$ cat src/design/ate_pkg.sv
`default_nettype none

package ate_pkg;

    // screen geometry and sequence limit
    localparam int COLUMNS = 80;
    localparam int ROWS    = 25;
    localparam int SEQ_MAX = 40;

    localparam int COL_W   = $clog2(COLUMNS);
    localparam int ROW_W   = $clog2(ROWS);
    localparam int ADDR_W  = 11;
    localparam int CHAR_W  = 8;
    localparam int ATTR_W  = 8;
    localparam int CLR_W   = 4;
    localparam int SEQ_W   = 6;
    localparam int ACC_W   = 10;
    localparam int PCNT_W  = 6;

    localparam logic [ACC_W-1:0]  ACCUM_MAX = '1;
    localparam logic [PCNT_W-1:0] COUNT_MAX = '1;

    // byte codes
    localparam logic [CHAR_W-1:0] CH_BS     = 8'h08;
    localparam logic [CHAR_W-1:0] CH_TAB    = 8'h09;
    localparam logic [CHAR_W-1:0] CH_LF     = 8'h0A;
    localparam logic [CHAR_W-1:0] CH_CR     = 8'h0D;
    localparam logic [CHAR_W-1:0] CH_ESC    = 8'h1B;
    localparam logic [CHAR_W-1:0] CH_SPACE  = 8'h20;
    localparam logic [CHAR_W-1:0] CH_ZERO   = 8'h30;
    localparam logic [CHAR_W-1:0] CH_NINE   = 8'h39;
    localparam logic [CHAR_W-1:0] CH_SEMI   = 8'h3B;
    localparam logic [CHAR_W-1:0] CH_J      = 8'h4A;
    localparam logic [CHAR_W-1:0] CH_LBRACK = 8'h5B;
    localparam logic [CHAR_W-1:0] CH_G      = 8'h67;
    localparam logic [CHAR_W-1:0] CH_M      = 8'h6D;

    localparam logic [CLR_W-1:0] DEFAULT_FORE = 4'h7;
    localparam logic [ACC_W-1:0] FORE_LO = 10'd30;
    localparam logic [ACC_W-1:0] FORE_HI = 10'd37;
    localparam logic [ACC_W-1:0] BACK_LO = 10'd40;
    localparam logic [ACC_W-1:0] BACK_HI = 10'd47;
    localparam logic [ACC_W-1:0] SGR_RESET  = 10'd0;
    localparam logic [ACC_W-1:0] SGR_BRIGHT = 10'd1;
    localparam logic [ACC_W-1:0] ERASE_ALL  = 10'd2;

    // ansi color order to display palette order
    localparam logic [CLR_W-1:0] COLOUR_MAP [16] = '{
        4'd0, 4'd4, 4'd2, 4'd6, 4'd1, 4'd5, 4'd3, 4'd7,
        4'd8, 4'd12, 4'd10, 4'd14, 4'd9, 4'd13, 4'd11, 4'd15
    };

    typedef enum logic [1:0] {
        KIND_WRITE  = 2'd0,
        KIND_CLEAR  = 2'd1,
        KIND_SCROLL = 2'd2,
        KIND_CURSOR = 2'd3
    } kind_t;

    typedef struct packed {
        kind_t              kind;
        logic [ADDR_W-1:0]  addr;
        logic [CHAR_W-1:0]  glyph;
        logic [ATTR_W-1:0]  attr;
        logic               last;
    } cmd_t;

    // up to three commands produced by one byte, slot 0 first
    typedef struct packed {
        cmd_t [2:0]  cmd;
        logic [1:0]  count;
    } batch_t;

    typedef struct packed {
        logic [CLR_W-1:0] fore;
        logic [CLR_W-1:0] back;
        logic             bright;
    } colours_t;

    function automatic logic [ADDR_W-1:0] cell_addr(input logic [ROW_W-1:0] row,
                                                   input logic [COL_W-1:0] col);
        return ADDR_W'(int'(row) * COLUMNS + int'(col));
    endfunction

    // one sgr parameter applied to the pending colors
    function automatic colours_t apply_param(input colours_t p, input logic [ACC_W-1:0] v);
        colours_t         r;
        logic [ACC_W-1:0] fd;
        logic [ACC_W-1:0] bd;
        r  = p;
        fd = v - FORE_LO;
        bd = v - BACK_LO;
        if (v == SGR_RESET)
        begin
            r.bright = 1'b0;
        end
        else if (v == SGR_BRIGHT)
        begin
            r.bright = 1'b1;
        end
        else if (v >= FORE_LO && v <= FORE_HI)
        begin
            r.fore = COLOUR_MAP[{p.bright, fd[2:0]}];
        end
        else if (v >= BACK_LO && v <= BACK_HI)
        begin
            r.back = COLOUR_MAP[{p.bright, bd[2:0]}];
        end
        return r;
    endfunction

endpackage

`default_nettype wire

$ cat src/design/ansi_text_console_engine.sv
// channel   direction   handshake             payload
// in        input       in_valid / in_ready   char_code
// out       output      out_valid / out_ready kind, cell_address, glyph, attribute, last
//
// a byte is latched in the input register, decoded combinationally and its 0 to 3
// commands land in the command queue; they leave one per cycle while out_ready is high
// while out_ready is high, a byte is accepted every cycle as long as each byte yields
// at most one command; a byte with n commands (up to 3) holds the queue until all leave
// the queue reloads in the same cycle its last command is taken
// rst_n clears cursor, colors, escape state and all valid flags
// out_ready low stalls the queue, then the input register, then in_ready
`default_nettype none

module ansi_text_console_engine (
    input  wire logic                          clk,
    input  wire logic                          rst_n,
    input  wire logic                          in_valid,
    output logic                               in_ready,
    input  wire logic [ate_pkg::CHAR_W-1:0]    char_code,
    output logic                               out_valid,
    input  wire logic                          out_ready,
    output logic [1:0]                         kind,
    output logic [ate_pkg::ADDR_W-1:0]         cell_address,
    output logic [ate_pkg::CHAR_W-1:0]         glyph,
    output logic [ate_pkg::ATTR_W-1:0]         attribute,
    output logic                               last
);
    import ate_pkg::*;

    // input register
    logic                hold_valid_reg;
    logic [CHAR_W-1:0]   hold_char_reg;

    logic    fire;
    logic    pop;
    logic    can_load;
    batch_t  batch;
    cmd_t    head;

    // a byte is decoded once the queue can take its commands
    assign pop      = out_valid && out_ready;
    assign fire     = hold_valid_reg && can_load;
    assign in_ready = !hold_valid_reg || fire;

    always_ff @(posedge clk or negedge rst_n)
    begin
        if (!rst_n)
        begin
            hold_valid_reg <= 1'b0;
        end
        else if (in_valid && in_ready)
        begin
            hold_valid_reg <= 1'b1;
        end
        else if (fire)
        begin
            hold_valid_reg <= 1'b0;
        end
    end

    always_ff @(posedge clk)
    begin
        if (in_valid && in_ready)
        begin
            hold_char_reg <= char_code;
        end
    end

    // escape parser, cursor and color state
    ate_parser u_parser (
        .clk       (clk),
        .rst_n     (rst_n),
        .fire      (fire),
        .char_code (hold_char_reg),
        .batch     (batch)
    );

    // result registers, drained one command per transaction
    ate_cmd_queue u_queue (
        .clk        (clk),
        .rst_n      (rst_n),
        .load       (fire),
        .batch      (batch),
        .pop        (pop),
        .can_load   (can_load),
        .head_valid (out_valid),
        .head       (head)
    );

    assign kind         = head.kind;
    assign cell_address = head.addr;
    assign glyph        = head.glyph;
    assign attribute    = head.attr;
    assign last         = head.last;

endmodule

`default_nettype wire

$ cat src/design/ate_parser.sv
`default_nettype none

module ate_parser (
    input  wire logic                      clk,
    input  wire logic                      rst_n,
    input  wire logic                      fire,
    input  wire logic [7:0]                char_code,
    output ate_pkg::batch_t                batch
);
    import ate_pkg::*;

    typedef enum logic [1:0] {
        PHASE_TEXT = 2'd0,
        PHASE_ESC  = 2'd1,
        PHASE_CSI  = 2'd2
    } phase_t;

    phase_t              phase_reg, phase_next;
    logic [COL_W-1:0]    col_reg, col_next;
    logic [ROW_W-1:0]    row_reg, row_next;
    colours_t            cur_reg, cur_next;
    colours_t            pend_reg, pend_next;
    logic [ACC_W-1:0]    accum_reg, accum_next;
    logic [SEQ_W-1:0]    seq_reg, seq_next;
    logic [PCNT_W-1:0]   pcnt_reg, pcnt_next;

    logic [ATTR_W-1:0]   cur_attr;
    logic [COL_W:0]      tx;
    logic [ROW_W:0]      ty;
    logic                t_write;
    logic [COL_W-1:0]    t_wcol;
    logic [CHAR_W-1:0]   t_glyph;
    logic                t_scroll;
    logic [1:0]          t_n;
    batch_t              text_batch;
    logic                text_path;
    logic [13:0]         digit_sum;

    assign cur_attr = {cur_reg.back, cur_reg.fore};

    // printable and control byte handling
    always_comb
    begin
        tx       = {1'b0, col_reg};
        ty       = {1'b0, row_reg};
        t_write  = 1'b0;
        t_wcol   = col_reg;
        t_glyph  = CH_SPACE;
        t_scroll = 1'b0;
        t_n      = 2'd0;
        text_batch = '0;
        unique case (char_code)
            CH_BS:
            begin
                if (col_reg != '0)
                begin
                    tx      = tx - 1'b1;
                    t_write = 1'b1;
                    t_wcol  = col_reg - 1'b1;
                end
            end
            CH_LF:
            begin
                tx = '0;
                ty = ty + 1'b1;
            end
            CH_TAB:
            begin
                tx = tx + (COL_W+1)'(8);
            end
            CH_CR:
            begin
            end
            default:
            begin
                t_write = 1'b1;
                t_glyph = char_code;
                tx      = tx + 1'b1;
            end
        endcase
        if (tx >= (COL_W+1)'(COLUMNS))
        begin
            tx = tx - (COL_W+1)'(COLUMNS);
            ty = ty + 1'b1;
        end
        if (ty >= (ROW_W+1)'(ROWS))
        begin
            ty       = (ROW_W+1)'(ROWS - 1);
            t_scroll = 1'b1;
        end
        if (t_write)
        begin
            text_batch.cmd[t_n] = '{KIND_WRITE, cell_addr(row_reg, t_wcol), t_glyph,
                                    cur_attr, 1'b0};
            t_n = t_n + 1'b1;
        end
        if (t_scroll)
        begin
            text_batch.cmd[t_n] = '{KIND_SCROLL, '0, CH_SPACE, cur_attr, 1'b0};
            t_n = t_n + 1'b1;
        end
        text_batch.cmd[t_n] = '{KIND_CURSOR, cell_addr(ty[ROW_W-1:0], tx[COL_W-1:0]),
                                '0, '0, 1'b1};
        text_batch.count = t_n + 1'b1;
    end

    assign digit_sum = 14'(accum_reg) * 14'd10 + 14'(char_code[3:0]);

    always_comb
    begin
        phase_next = phase_reg;
        col_next   = col_reg;
        row_next   = row_reg;
        cur_next   = cur_reg;
        pend_next  = pend_reg;
        accum_next = accum_reg;
        seq_next   = seq_reg;
        pcnt_next  = pcnt_reg;
        text_path  = 1'b0;
        batch      = '0;
        unique case (phase_reg)
            PHASE_CSI:
            begin
                priority if (char_code == CH_M)
                begin
                    if (seq_reg != '0)
                    begin
                        cur_next = apply_param(pend_reg, accum_reg);
                    end
                    else
                    begin
                        cur_next = pend_reg;
                    end
                    phase_next = PHASE_TEXT;
                end
                else if (char_code == CH_J)
                begin
                    phase_next = PHASE_TEXT;
                    if (seq_reg == SEQ_W'(1) && accum_reg == ERASE_ALL && pcnt_reg == '0)
                    begin
                        batch.cmd[0] = '{KIND_CLEAR, '0, CH_SPACE, cur_attr, 1'b0};
                        batch.cmd[1] = '{KIND_CURSOR, '0, '0, '0, 1'b1};
                        batch.count  = 2'd2;
                        col_next     = '0;
                        row_next     = '0;
                    end
                end
                else if (char_code == CH_G)
                begin
                    phase_next = PHASE_TEXT;
                end
                else if (seq_reg >= SEQ_W'(SEQ_MAX))
                begin
                end
                else
                begin
                    seq_next = seq_reg + 1'b1;
                    if (char_code >= CH_ZERO && char_code <= CH_NINE)
                    begin
                        accum_next = (digit_sum > 14'(ACCUM_MAX)) ? ACCUM_MAX
                                                                  : digit_sum[ACC_W-1:0];
                    end
                    else if (char_code == CH_SEMI)
                    begin
                        pend_next  = apply_param(pend_reg, accum_reg);
                        accum_next = '0;
                        if (pcnt_reg != COUNT_MAX)
                        begin
                            pcnt_next = pcnt_reg + 1'b1;
                        end
                    end
                end
            end
            PHASE_ESC:
            begin
                if (char_code == CH_LBRACK)
                begin
                    phase_next = PHASE_CSI;
                    accum_next = '0;
                    seq_next   = '0;
                    pcnt_next  = '0;
                    pend_next  = cur_reg;
                end
                else
                begin
                    phase_next = PHASE_TEXT;
                    text_path  = 1'b1;
                end
            end
            default:
            begin
                phase_next = PHASE_TEXT;
                if (char_code == CH_ESC)
                begin
                    phase_next = PHASE_ESC;
                end
                else
                begin
                    text_path = 1'b1;
                end
            end
        endcase
        if (text_path)
        begin
            batch    = text_batch;
            col_next = tx[COL_W-1:0];
            row_next = ty[ROW_W-1:0];
        end
    end

    always_ff @(posedge clk or negedge rst_n)
    begin
        if (!rst_n)
        begin
            phase_reg <= PHASE_TEXT;
            col_reg   <= '0;
            row_reg   <= '0;
            cur_reg   <= '{DEFAULT_FORE, '0, 1'b0};
            pend_reg  <= '{DEFAULT_FORE, '0, 1'b0};
            accum_reg <= '0;
            seq_reg   <= '0;
            pcnt_reg  <= '0;
        end
        else if (fire)
        begin
            phase_reg <= phase_next;
            col_reg   <= col_next;
            row_reg   <= row_next;
            cur_reg   <= cur_next;
            pend_reg  <= pend_next;
            accum_reg <= accum_next;
            seq_reg   <= seq_next;
            pcnt_reg  <= pcnt_next;
        end
    end

endmodule

`default_nettype wire

$ cat src/design/ate_cmd_queue.sv
`default_nettype none

module ate_cmd_queue (
    input  wire logic           clk,
    input  wire logic           rst_n,
    input  wire logic           load,
    input  wire ate_pkg::batch_t batch,
    input  wire logic           pop,
    output logic                can_load,
    output logic                head_valid,
    output ate_pkg::cmd_t       head
);
    import ate_pkg::*;

    cmd_t        slot_reg [3];
    logic [1:0]  count_reg;

    assign head_valid = (count_reg != 2'd0);
    assign head       = slot_reg[0];
    // empty now, or the only remaining command leaves this cycle
    assign can_load   = (count_reg == 2'd0) || (count_reg == 2'd1 && pop);

    always_ff @(posedge clk or negedge rst_n)
    begin
        if (!rst_n)
        begin
            count_reg <= 2'd0;
        end
        else if (load)
        begin
            count_reg <= batch.count;
        end
        else if (pop)
        begin
            count_reg <= count_reg - 1'b1;
        end
    end

    always_ff @(posedge clk)
    begin
        if (load)
        begin
            slot_reg[0] <= batch.cmd[0];
            slot_reg[1] <= batch.cmd[1];
            slot_reg[2] <= batch.cmd[2];
        end
        else if (pop)
        begin
            slot_reg[0] <= slot_reg[1];
            slot_reg[1] <= slot_reg[2];
        end
    end

endmodule

`default_nettype wire

$ cat config.mk
export PLATFORM = sky130hd
export DESIGN_NAME = ansi_text_console_engine
export DESIGN_NICKNAME = d
export VERILOG_FILES = /design/src/design/ate_pkg.sv /design/src/design/ansi_text_console_engine.sv /design/src/design/ate_parser.sv /design/src/design/ate_cmd_queue.sv
export SDC_FILE = /design/constraint.sdc
export NUM_CORES = 1
export LEC_CHECK = 0
export ABC_CLOCK_PERIOD_IN_PS = 7800
export BUFFER_PORTS_ARGS = -buffer_cell sky130_fd_sc_hd__buf_2
export CORE_MARGIN = 5
export CORE_UTILIZATION = 32
export CTS_BUF_LIST = sky130_fd_sc_hd__clkbuf_4 sky130_fd_sc_hd__clkbuf_8
export CTS_CLUSTER_DIAMETER = 40
export DETAILED_ROUTE_END_ITERATION = 6
export GPL_TIMING_DRIVEN = 0
export SLEW_MARGIN = 25
export SYNTH_ARGS = -nofsm -noshare
export SYNTH_HDL_FRONTEND = slang
export SYNTH_SLANG_ARGS = --single-unit
$ cat constraint.sdc
create_clock -name clk -period 7.8 [get_ports clk]
set_input_delay 0.78 -clock clk [delete_from_list [all_inputs] [get_ports clk]]
set_output_delay 0.78 -clock clk [all_outputs]
set_load 0.02 [all_outputs]
### Word level (Yosys, flattened, before mapping)

Memories as Yosys holds them, arrays and structs flattened.
Cells that the tools add are included.

| cells by class | value |
|---|---|
| add/subtract/negate cells | 17 |
| multipliers | 3 |
| divide/modulo/power cells | 0 |
| $lt $le $gt $ge | 16 |
| equal/unequal tests | 28 |
| shift-type cells | 0 |
| mux-type cells | 100 |
| bitwise logic cells | 4 |
| reduce and logical (&&, ||, !) cells | 35 |

Operators by type and width:

| cell | number |
|---|---|
| two-way mux 62 bit | 4 |
| bitwise mux 90 bit | 2 |
| demux 30 bit (select 2 bit) | 2 |
| two-way mux 30 bit | 4 |
| two-way mux 92 bit | 1 |
| two-way mux 90 bit | 1 |
| two-way mux 6 bit | 14 |
| two-way mux 10 bit | 8 |
| two-way mux 9 bit | 8 |
| two-way mux 7 bit | 8 |
| equality test 8 x 4 -> 1 bit, second input constant | 4 |
| equality test 8 x 7 -> 1 bit, second input constant | 4 |
| two-way mux 8 bit | 4 |
| one-hot mux 8 bit (4 select lines) | 1 |
| two-way mux 5 bit | 6 |
| two-way mux 28 bit | 1 |
| two-way mux 4 bit | 7 |
| one-hot mux 6 bit (2 select lines) | 2 |
| adder 11 x 8 -> 11 bit | 2 |
| <= comparator 10 x 6 -> 1 bit, second input constant | 2 |
| one-hot mux 10 bit (2 select lines) | 1 |
| adder 6 x 1 -> 6 bit, second input constant | 3 |
| one-hot mux 9 bit (2 select lines) | 1 |
| two-way mux 1 bit | 15 |
| 62 further kinds | 98 |

| word-level totals | value |
|---|---|
| register bits after elaboration | 65 |
| latch bits | 0 |
| bits in writable memories | 90 |
| ROM bits | 128 |
| input bits | 12 |
| output and inout bits | 32 |
| word-level logic and storage cells | 221 |
| memories kept | 3 |

Memory list:

| memory | words | bits a word | read ports | clocked after Yosys merged registers in | write ports | line | RTL |
|---|---|---|---|---|---|---|---|
| u_queue.slot_reg | 3 | 30 | 3 | 0 | 3 | ate_cmd_queue.sv:15 | `cmd_t slot_reg [3];` |
| (name not given) | 16 | 4 | 1 | 0 | 0 | ate_pkg.sv:107 | `r.back = COLOUR_MAP[{p.bright, bd[2:0]}];` |
| (name not given) | 16 | 4 | 1 | 0 | 0 | ate_pkg.sv:103 | `r.fore = COLOUR_MAP[{p.bright, fd[2:0]}];` |

### Longest topological paths before layout

Gate-level depths: netlist of the first run.

| logic depth | value |
|---|---|
| depth after elaboration | 16 |
| depth in mapped cells | 27 |
| depth with buffers taken out | 24 |

### Hierarchy

A second synthesis of the first run with hierarchy kept.

| second synthesis, totals | value |
|---|---|
| cells, all modules | 1015 |
| area total of the unflattened synthesis | 10756.6 um^2 |

By module, submodules not included:

| module | times used | cells an instance | area each (um^2) | sequential area each (um^2) |
|---|---|---|---|---|
| ate_parser | 1 | 796 | 6336.1 | 1358.8 |
| ate_cmd_queue | 1 | 205 | 4113.9 | 2752.6 |
| ansi_text_console_engine | 1 | 14 | 306.5 | 265.3 |

### Worst setup path before layout of the first run

OpenSTA, ideal clock, no wires.

| timing path | value |
|---|---|
| path kind | reg-to-reg |
| start point | register hold_char_reg[5] |
| end point | memory u_queue.slot_reg[0][27] (netlist name), data pin |
| setup time | 273 ps |
| data arrival time | 5380 ps |
| data required time | 7527 ps |
| path slack | 2148 ps |
| stages on the path, launching flop included | 26 |
| buffers on the path | 3 |
| clock period less this slack | 5652 ps |
| path through | edfxtp_1 > buf_6 > or4_4 > buf_6 > buf_6 > nor2_2 > xnor2_1 > ha_1 > xnor2_1 > xnor2_1 > a32oi_1 > a41oi_1 > a211oi_1 > o22ai_1 > nand3_4 > nor2_1 > ha_1 > ha_1 > inv_1 > fa_1 > or2_2 > nor3_1 > a21oi_1 > o21ai_0 > xnor2_1 > o221ai_1 |

RTL lines:

| element | line | RTL |
|---|---|---|
| start: declaration | ansi_text_console_engine.sv:32 | `logic [CHAR_W-1:0] hold_char_reg;` |
| start signal: assignment | ansi_text_console_engine.sv:65 | `hold_char_reg <= char_code;` |
| end: declaration | ate_cmd_queue.sv:15 |  |

==> results.py, run 1 <==
metrics = {
    "status": {
        "status": "complete, no violations",
    },
    "setup_path": {
        "crit_path_max_fanout": 10,
        "crit_type": "reg2reg",
        "r2r_end": "u_queue.slot_reg[0][27]",
        "crit_required_ns": 7.98,
        "cp.depth": 26,
        "critPathCaptureType": "register",
        "cpPeakStageDelay_ns": 0.53,
        "crit_start": "hold_char_reg[5]",
        "cp.arrival_ns": 6.74,
        "startpoint_type": "register",
        "reg2reg_depth": 26,
        "r2r-start": "hold_char_reg[5]",
        "cp-endpoint": "u_queue.slot_reg[0][27]",
        "reg2reg_slack_ns": 1.24,
        "cp_slowest_cell": "or4_4",
        "cp_top_family": "simple AND/OR/NAND/NOR gates",
        "crit_buf_inv": 4,
    },
    "timing": {
        "finalCriticalPeriod_ns": 6.56,
        "rsz0062_at_grt": "false",
        "finalSetupViolations": 0,
        "slew_viol_final": 0,
        "hold_viol": 0,
        "period_share_pct": 84.1,
        "slew_headroom_pct": 41.0,
        "tightestPinTransition_ns": 0.884,
        "fin_ws_ns": 1.24,
        "fmax_ghz": 0.152,
        "fin_skew_ns": 0.0130,
        "setup_tns_ns": 0,
    },
    "grt": {
        "gr-total-overflow": 0,
        "grt_pass1_vias": 6863,
        "antenna_found_initial": 0,
        "grt_max_degree": 58,
        "grt_pass1_wl_um": 36100,
        "grt_usage_pct": 14.5,
    },
    "route": {
        "wl_per_cell_um": 16.7,
        "drt_iter0_drc": 543,
        "vias_per_cell": 5.36,
        "num_vias": 7169,
        "drc": 0,
        "drtPass1Iterations": 5,
        "postRouteAntennaNets": 0,
        "wl_um": 22300,
    },
    "floorplan": {
        "start_util_pct": 32.5,
        "ios": 44,
        "die_x_um": 176,
        "die-area_um2": 30800,
        "core-area_um2": 27000,
        "die_height_um": 176,
        "num_rows": 60,
    },
    "run": {
        "drv_cap": 0,
    },
    "placement": {
        "placed_cell_area_um2": 9450,
        "port_buffers": 43,
        "dp_hpwl_um": 16600,
        "dp_slack_ns": 1.35,
        "gp_congestion": 0.874,
    },
    "synthesis": {
        "ys_seq_area_share_pct": 41.0,
        "yosys-mux-area-fraction_pct": 1.95,
        "netlist_instances": 920,
        "synth_compound_area_share_pct": 18.9,
        "synthXorXnorAreaFrac_pct": 3.69,
        "synthSimpleGateAreaFrac_pct": 18.2,
        "ys_warn_count": 0,
        "async_flop_share_pct": 44.2,
        "synth_cell_types": 93,
        "syn_area_um2": 8770,
        "syn_nets": 996,
        "ys_ff_latch": 129,
        "synth-edff-count": 72,
        "synth_top_family_by_area": "compound AO/OA/AOI/OAI gates",
        "synthAdderAreaFrac_pct": 9.64,
        "avgSynthCellArea_um2": 9.53,
        "ys.flop_type": "edfxtp_1",
    },
    "cts": {
        "path_clk_slew_ns": 0.09,
        "cts_resized": 0,
        "clock_sinks": 129,
        "cts_made_buffers": 17,
        "clk_latency_ns": 0.45,
        "clk_path_buf_depth": 2,
        "post_cts_buffers": 0,
        "cts_root_buffer": "clkbuf_8",
        "cts_tree": "built",
        "htree_levels": 4,
        "ctsHoldBuffers": 0,
    },
    "pwr": {
        "leakagePower_nw": 4.14,
        "total_power_mw": 2.92,
        "ir_worst_vdd_mv": 0.135,
        "powerDensity_nw_per_um2": 297,
    },
    "cells_and_area": {
        "final_area_um2": 9850,
        "drive_gt1_share_pct": 14.7,
        "finish.utilization_pct": 36.5,
        "largest_reg_flops": 64,
        "filler_cell_count": 2736,
        "finalNetCount": 1060,
        "mostFrequentLayoutCell": "nand2_1",
        "mostFrequentLayoutCells": "nand2_1 (109), edfxtp_1 (72), o21ai_0 (67)",
        "num_antenna_cells": 0,
        "syn_to_final_growth_pct": 12.3,
    },
    "worst_hold_path": {
        "holdCritPathClass": "in2async",
    },
}
-- synthesized netlist by cell type (3+ instances only) --
library cell  instances  area, µm²
nand3_1              21        105
o31a_1                3       26.3
a31oi_1              21        131
nor3b_1               8       60.1
o221ai_1              8       70.1
xor2_1               10       87.6
o2111ai_1             3       26.3
a21oi_1              45        225
nand2b_1              8       50.1
fa_1                  6        120
nor3_1               20        100
or2_2                 6       37.5
o21ai_0              67        335
o21bai_1              4       30.0
a21o_1               20        150
dfrtp_1              51       1280
o31ai_1              10       75.1
mux2i_1              16        160
buf_6                 3       33.8
and3_1               11       68.8
buf_2                 3       15.0
xnor2_1              27        236
and2_1               16        100
a22oi_1              11       82.6
dfstp_2               6        158
nor2_1               50        188
ha_1                 58        726
edfxtp_1             72       2160
nand4b_1              3       26.3
buf_4                29        218
o211ai_1              3       22.5
o22ai_1               6       37.5
o21ai_1               4       20.0
a22o_1                9       78.8
nand2_1             110        413
clkbuf_1             26       97.6
nand4_1               8       50.1
nor4_1               12       75.1
inv_1                54        203
nor2b_1               7       43.8
-- worst min path at each step --
stage                    startpoint                   end  slack (ns)  depth (start not counted)
2_1_floorplan  u_parser.pend_reg[1]  u_parser.pend_reg[1]        0.45                          2
3_3_place_gp   u_parser.pend_reg[1]  u_parser.pend_reg[1]        0.46                          2
3_5_place_dp   u_parser.pend_reg[6]  u_parser.pend_reg[6]        0.47                          2
4_1_cts                       rst_n   u_parser.row_reg[3]        0.42                          1
5_1_grt                       rst_n   u_parser.col_reg[4]        0.42                          1
6_report                      rst_n   u_parser.col_reg[4]        0.37                          1
-- power by group --
| part | switching [mW] | internal (mW) |
|---|---|---|
| Clock | 0.299 | 0.296 |
| Sequential | 0.106 | 1.01 |
| Combinational | 0.787 | 0.426 |
| Total | 1.19 | 1.73 |
-- worst register-to-register path, cell delays in order (launching register included) --
cell and delay, ns:
edfxtp_1 0.38, buf_6 0.16, or4_4 0.53, buf_6 0.16, buf_6 0.15, nor2_2 0.39
nand2_1 0.11, o21ai_0 0.12, ha_1 0.35, xnor2_1 0.20, xnor2_1 0.15, a32oi_1 0.09
a41oi_1 0.27, a211oi_1 0.08, o22ai_1 0.34, nand3_4 0.24, nor3_1 0.44, ha_1 0.22
ha_1 0.16, inv_1 0.06, fa_1 0.53, or2_2 0.34, nor3_1 0.14, a21oi_1 0.05
o21ai_0 0.21, xnor2_1 0.22, o221ai_1 0.18
-- metal layers --
| layer | share of wire [%] | vias to the layer above | global-route usage, % |
|---|---|---|---|
| li1 | - | 3482 | - |
| met1 | 50 | 3433 | 21.4 |
| met2 | 44 | 231 | 22.0 |
| met3 | 5.6 | 23 | 2.43 |
| met4 | 1.2 | 0 | 3.70 |
| met5 | 0 | - | 0 |
-- cell families after synthesis --
group                    Yosys count
adder cells (fa/ha/maj)           64
multiplexers                      17
AND/OR/NAND/NOR                  307
flip-flops                       129
XOR/XNOR                          37
buffers and inverters            118
AO/OA/AOI/OAI                    248
-- per-stage QoR --
step	hold slack, ns	cells
floorplan	0.449	920
global placement	0.462	1304
detailed placement	0.471	1306
CTS	0.415	1338
global route	0.424	1338
finish	0.368	1338
-- cell type report --
class	instances	area (µm²)	area share, %
inverter	56	213	2.16
sequential	129	3600	36.5
clock inverter	13	148	1.50
clock buffer	19	249	2.53
timing repair buffer	45	243	2.46
tap	341	427	4.33
multi-input combinational	673	4610	46.8
buffer	62	368	3.73
(Power assumes the default switching activity.)
==> run 2, diff against run 1 <==
Settings changed: ABC_CLOCK_PERIOD_IN_PS 7800 to 5900.
Clock period 7.8 ns to 5.9 ns, I/O delays scaled along.
==> run 2 against run 1 <==
Net effect: maximum frequency increased by 16%; sequential share of layout area is 1.0 points lower; setup slack worse by 1.0 ns; sequential power grew 32%; critical path type unchanged; largest power group unchanged.
==> results.py, run 2 (synthesis results as in run 1) <==
metrics = {
    "status": {
        "status": "complete, no violations",
    },
    "timing": {
        "whs_ns": 0.177,
        "fin_ws_ns": 0.239,
        "period_share_pct": 95.9,
        "finalCriticalPeriod_ns": 5.66,
        "finalSetupViolations": 0,
        "setup_tns_ns": 0,
        "fin_skew_ns": 0.0134,
        "tightestPinTransition_ns": 1.07,
        "slew_headroom_pct": 27.7,
        "fmax_ghz": 0.177,
        "slew_viol_final": 0,
        "hold_viol": 0,
    },
    "route": {
        "vias_per_cell": 5.38,
        "postRouteAntennaNets": 0,
        "wl_per_cell_um": 16.9,
        "num_vias": 7278,
        "drc": 0,
        "drtPass1Iterations": 5,
        "drt_iter0_drc": 586,
        "wl_um": 22800,
    },
    "cells_and_area": {
        "mostFrequentLayoutCells": "nand2_1 (108), edfxtp_1 (72), o21ai_0 (64)",
        "finish.utilization_pct": 37.6,
        "finalNonFillerCells": 1352,
        "mostFrequentLayoutCell": "nand2_1",
        "ff_latch_area_um2": 3600,
        "num_antenna_cells": 0,
        "finalNetCount": 1074,
        "drive_gt1_share_pct": 18.6,
        "filler_cell_count": 2717,
        "multi_input_area_um2": 4780,
        "largest_reg_flops": 64,
        "syn_to_final_growth_pct": 15.5,
    },
    "grt": {
        "grt_usage_pct": 14.6,
        "grt_pass1_wl_um": 36600,
        "grt_max_degree": 58,
        "gr-total-overflow": 0,
        "grt_pass1_vias": 6992,
        "antenna_found_initial": 0,
    },
    "placement": {
        "dp_hpwl_um": 16600,
        "dp_slack_ns": -0.555,
        "dp.cells": 1306,
        "gp_congestion": 0.874,
        "port_buffers": 43,
    },
    "setup_path": {
        "r2r-start": "u_parser.col_reg[0]",
        "crit_path_max_fanout": 10,
        "crit_start": "u_parser.col_reg[0]",
        "cp.arrival_ns": 5.85,
        "crit_type": "reg2reg",
        "startpoint_type": "register",
        "critPathCaptureType": "register",
        "crit_required_ns": 6.09,
    },
    "floorplan": {
        "core-area_um2": 27000,
        "die_x_um": 176,
        "ios": 44,
        "num_rows": 60,
        "die_height_um": 176,
        "start_util_pct": 32.5,
        "die-area_um2": 30800,
    },
    "cts": {
        "clk_path_buf_depth": 2,
        "cts_made_buffers": 17,
        "ctsHoldBuffers": 0,
        "cts_root_buffer": "clkbuf_8",
        "cts_tree": "built",
        "clk_latency_ns": 0.45,
        "path_clk_slew_ns": 0.09,
        "clock_sinks": 129,
        "htree_levels": 4,
    },
    "run": {
        "drv_cap": 0,
    },
    "pwr": {
        "ir_worst_vdd_mv": 0.179,
        "leakagePower_nw": 4.25,
        "powerDensity_nw_per_um2": 386,
    },
    "worst_hold_path": {
        "holdCritPathClass": "in2async",
    },
}
-- run 2: changes by cell type in the layout (fill, tap and decap cells not counted), moves of 2 or more --
cell,before,now
o21ai_2,0,4
xnor2_2,0,3
nor3_1,20,18
ha_1,58,56
xnor2_1,27,24
buf_4,30,45
o21ai_0,67,64
nor2_1,50,48
nor2_4,0,2
-- run 2: metal layers --
layer	share of wire [%]	vias to the layer above	global-route usage [%]
met1	49	3490	21.5
met2	43	244	22.0
li1	-	3513	-
met3	5.9	31	2.65
met4	1.7	0	4.32
met5	0	-	0
-- run 2: path summary, 6_finish.rpt --
| check | endpoint | slack, ns | cells past startpoint |
|---|---|---|---|
| max | u_queue.slot_reg[0][27] | 0.24 | 22 |
| min | u_parser.col_reg[4] | 0.18 | 1 |
| max reg2reg | u_queue.slot_reg[0][27] | 0.24 | 22 |
| min reg2reg | u_parser.pend_reg[7] | 0.48 | 2 |
| max in group asynchronous | u_parser.seq_reg[3] | 5.19 | 1 |
| min in group clk | hold_char_reg[6] | 0.31 | 1 |
-- run 2: repair_timing --
item,in CTS,in global routing
endpoints found under the hold margin,0,0
setup buffers,9,5
endpoints found under the setup margin,8,3
resized for setup,14,23
pin swaps,4,10
-- run 2: cell type report --
type	instances	area share [%]
inverter	56	2.10
multi-input combinational	673	47.2
sequential	129	35.5
buffer	62	3.66
clock buffer	19	2.46
clock inverter	13	1.46
tap	341	4.21
timing repair buffer	59	3.43
-- run 2: report_power, final --
| part | total [mW] | internal [mW] | switching, mW |
|---|---|---|---|
| Clock | 0.788 | 0.392 | 0.396 |
| Combinational | 1.65 | 0.589 | 1.07 |
| Sequential | 1.47 | 1.33 | 0.137 |
| Total | 3.91 | 2.31 | 1.60 |
-- run 2: critical path, stage by stage (launching register included) --
cell,delay [ns]
dfrtp_1,0.49
inv_1,0.15
ha_1,0.29
or4b_4,0.55
nor4_1,0.40
o32ai_2,0.24
and2_1,0.22
and4_4,0.20
nor2_1,0.14
o21ai_2,0.11
buf_4,0.21
and3b_1,0.19
o21bai_2,0.27
ha_4,0.25
ha_1,0.20
inv_1,0.07
fa_2,0.47
or2_4,0.29
nor3_2,0.11
a21oi_1,0.07
o21ai_2,0.18
xnor2_2,0.17
o221ai_2,0.13
-- run 2: stage by stage --
stage                     instance area, µm²  total power [mW]
after floorplan                         8770              2.57
after global placement                  9410              3.06
after detailed placement                9450              3.08
after CTS                               9990              3.91
after global routing                   10100              4.16
final                                  10100              3.91
==> run 3, diff against run 2 <==
Settings changed: ABC_CLOCK_PERIOD_IN_PS 5900 to 4800, MAX_ROUTING_LAYER set to met4.
Clock period 5.9 ns to 4.8 ns, I/O delays scaled along.
==> run 3 against run 2 <==
Net effect: the run now ends with negative setup slack left; total power is 29% higher; die area stayed put; global-route usage is 1.4 points higher; critical path type unchanged; cell area is 5.3% higher; first-iteration DRC count is 13% higher; routed wire length is 4.6% higher; sequential cell count stayed put.
==> results.py, run 3 (synthesis results as in run 1) <==
metrics = {
    "setup_path": {
        "crit_start": "hold_char_reg[6]",
        "cpPeakStageDelay_ns": 0.58,
        "crit_required_ns": 5.01,
        "crit_path_max_fanout": 5,
        "cp.arrival_ns": 5.48,
        "r2r-start": "hold_char_reg[6]",
        "crit_chain": "or4_4 > buf_8 > nor2_4 > nand2_2 > o21ai_4 > ha_4 > xnor2_4 > xnor2_2 > a32oi_2 > a41oi_2 > or3_1 > o31a_1 > nand3_4 > nor2_4 > ha_4 > ha_4 > inv_2 > fa_2 > or2_4 > a22oi_1 > o21ai_1 > xnor2_1 > buf_4 > o21ai_2",
        "crit_buf_inv": 3,
        "cp_top_family": "simple AND/OR/NAND/NOR gates",
        "critPathCaptureType": "register",
        "crit_type": "reg2reg",
        "startpoint_type": "register",
        "cp_slowest_cell": "or4_4",
        "crit_top_cell": "ha_4",
    },
    "grt": {
        "gr-total-overflow": 0,
        "grt_pass1_wl_um": 38800,
        "antenna_found_initial": 0,
        "grt_usage_pct": 16.0,
        "grt_pass1_vias": 7123,
        "grt_max_degree": 34,
    },
    "cells_and_area": {
        "filler_cell_count": 2639,
        "num_antenna_cells": 0,
        "finalNetCount": 1098,
        "drive_gt1_share_pct": 23.9,
        "mostFrequentLayoutCells": "nand2_1 (106), edfxtp_1 (72), buf_4 (69)",
        "ff_latch_area_um2": 3600,
        "largest_reg_flops": 64,
        "mostFrequentLayoutCell": "nand2_1",
        "multi_input_area_um2": 5070,
        "syn_to_final_growth_pct": 21.6,
    },
    "floorplan": {
        "ios": 44,
        "start_util_pct": 32.5,
        "core-area_um2": 27000,
        "num_rows": 60,
        "die-area_um2": 30800,
        "die_height_um": 176,
        "die_x_um": 176,
    },
    "timing": {
        "rsz0062_at_grt": "true",
        "tightestPinTransition_ns": 0.849,
        "fin_skew_ns": 0.0147,
        "fmax_ghz": 0.190,
        "finalCriticalPeriod_ns": 5.27,
        "whs_ns": 0.193,
        "slew_headroom_pct": 43.0,
        "slew_viol_final": 0,
        "period_share_pct": 110,
        "fin_ws_ns": -0.470,
        "finalSetupViolations": 9,
        "hold_viol": 0,
    },
    "pwr": {
        "leakagePower_nw": 4.46,
        "powerDensity_nw_per_um2": 475,
        "ir_worst_vdd_mv": 0.222,
    },
    "route": {
        "wl_um": 23900,
        "drt_iter0_drc": 662,
        "num_vias": 7404,
        "vias_per_cell": 5.38,
        "drc": 0,
        "drtPass1Iterations": 5,
        "postRouteAntennaNets": 0,
        "wl_per_cell_um": 17.3,
    },
    "cts": {
        "cts_made_buffers": 17,
        "clk_path_buf_depth": 2,
        "cts_root_buffer": "clkbuf_8",
        "clk_latency_ns": 0.46,
        "htree_levels": 4,
        "path_clk_slew_ns": 0.08,
        "clock_sinks": 129,
        "cts_tree": "built",
    },
    "worst_hold_path": {
        "holdCritPathClass": "in2reg",
        "hold_start": "char_code[3]",
    },
    "placement": {
        "port_buffers": 43,
        "dp_slack_ns": -1.12,
        "gp_congestion": 0.854,
        "dp_hpwl_um": 17000,
    },
    "status": {
        "status": "finished, violations left",
        "violations": "negative setup slack",
    },
    "run": {
        "drv_cap": 0,
    },
}
## run 3: stage by stage
stage | power [mW] | std cells | setup TNS, ns | utilization [%] | cell area, µm²
after floorplan | 3.18 | 920 | -0.753 | - | 8850
final | 5.06 | 1376 | -1.97 | 39.6 | 10700
after global routing | 5.36 | 1376 | -3.75 | 39.6 | 10700
after CTS | 4.96 | 1363 | -2.06 | 38.5 | 10400
after detailed placement | 3.81 | 1307 | -10.80 | 35.4 | 9550
after global placement | 3.77 | 1304 | -9.76 | 35.2 | 9490
## run 3: where the power goes
part | total (mW) | switching (mW) | leakage, nW | internal, mW
registers | 1.80 | 0.161 | 1.47 | 1.64
logic | 2.25 | 1.41 | 2.78 | 0.843
clock network | 1.01 | 0.485 | 0.206 | 0.527
## run 3: cell type report
cell class	instances	share of cell area, %
clock inverter	14	1.67
clock buffer	18	2.26
timing repair buffer	87	5.41
multi-input combinational	673	47.5
sequential	129	33.7
tap	341	4.00
buffer	58	3.43
inverter	56	1.99
## run 3: routing by layer
metal	global-route usage, %	share of wire (%)	vias to the layer above
met5	-	0	-
met1	22.6	47	3549
met3	2.28	5.7	39
met2	24.1	45	252
met4	4.65	1.6	0
li1	-	-	3564
## run 3: timing repair
action,in CTS,in global routing
setup buffers,25,15
endpoints found under the hold margin,24,0
hold buffers,1,0
resized for setup,40,40
pin swaps,18,20
setup endpoints to repair,26,23
## run 3: path summary, 6_finish.rpt
kind / end / slack [ns] / cells past startpoint
worst max-delay path: u_queue.slot_reg[0][57] / -0.47 / 24
worst min-delay path: hold_char_reg[3] / 0.19 / 1
worst max register to register: u_queue.slot_reg[0][57] / -0.47 / 24
worst min register to register: u_parser.cur_reg[0] / 0.48 / 2
max in group asynchronous: u_parser.cur_attr[2] / 3.75 / 3
min in group asynchronous: u_parser.row_reg[4] / 0.48 / 2
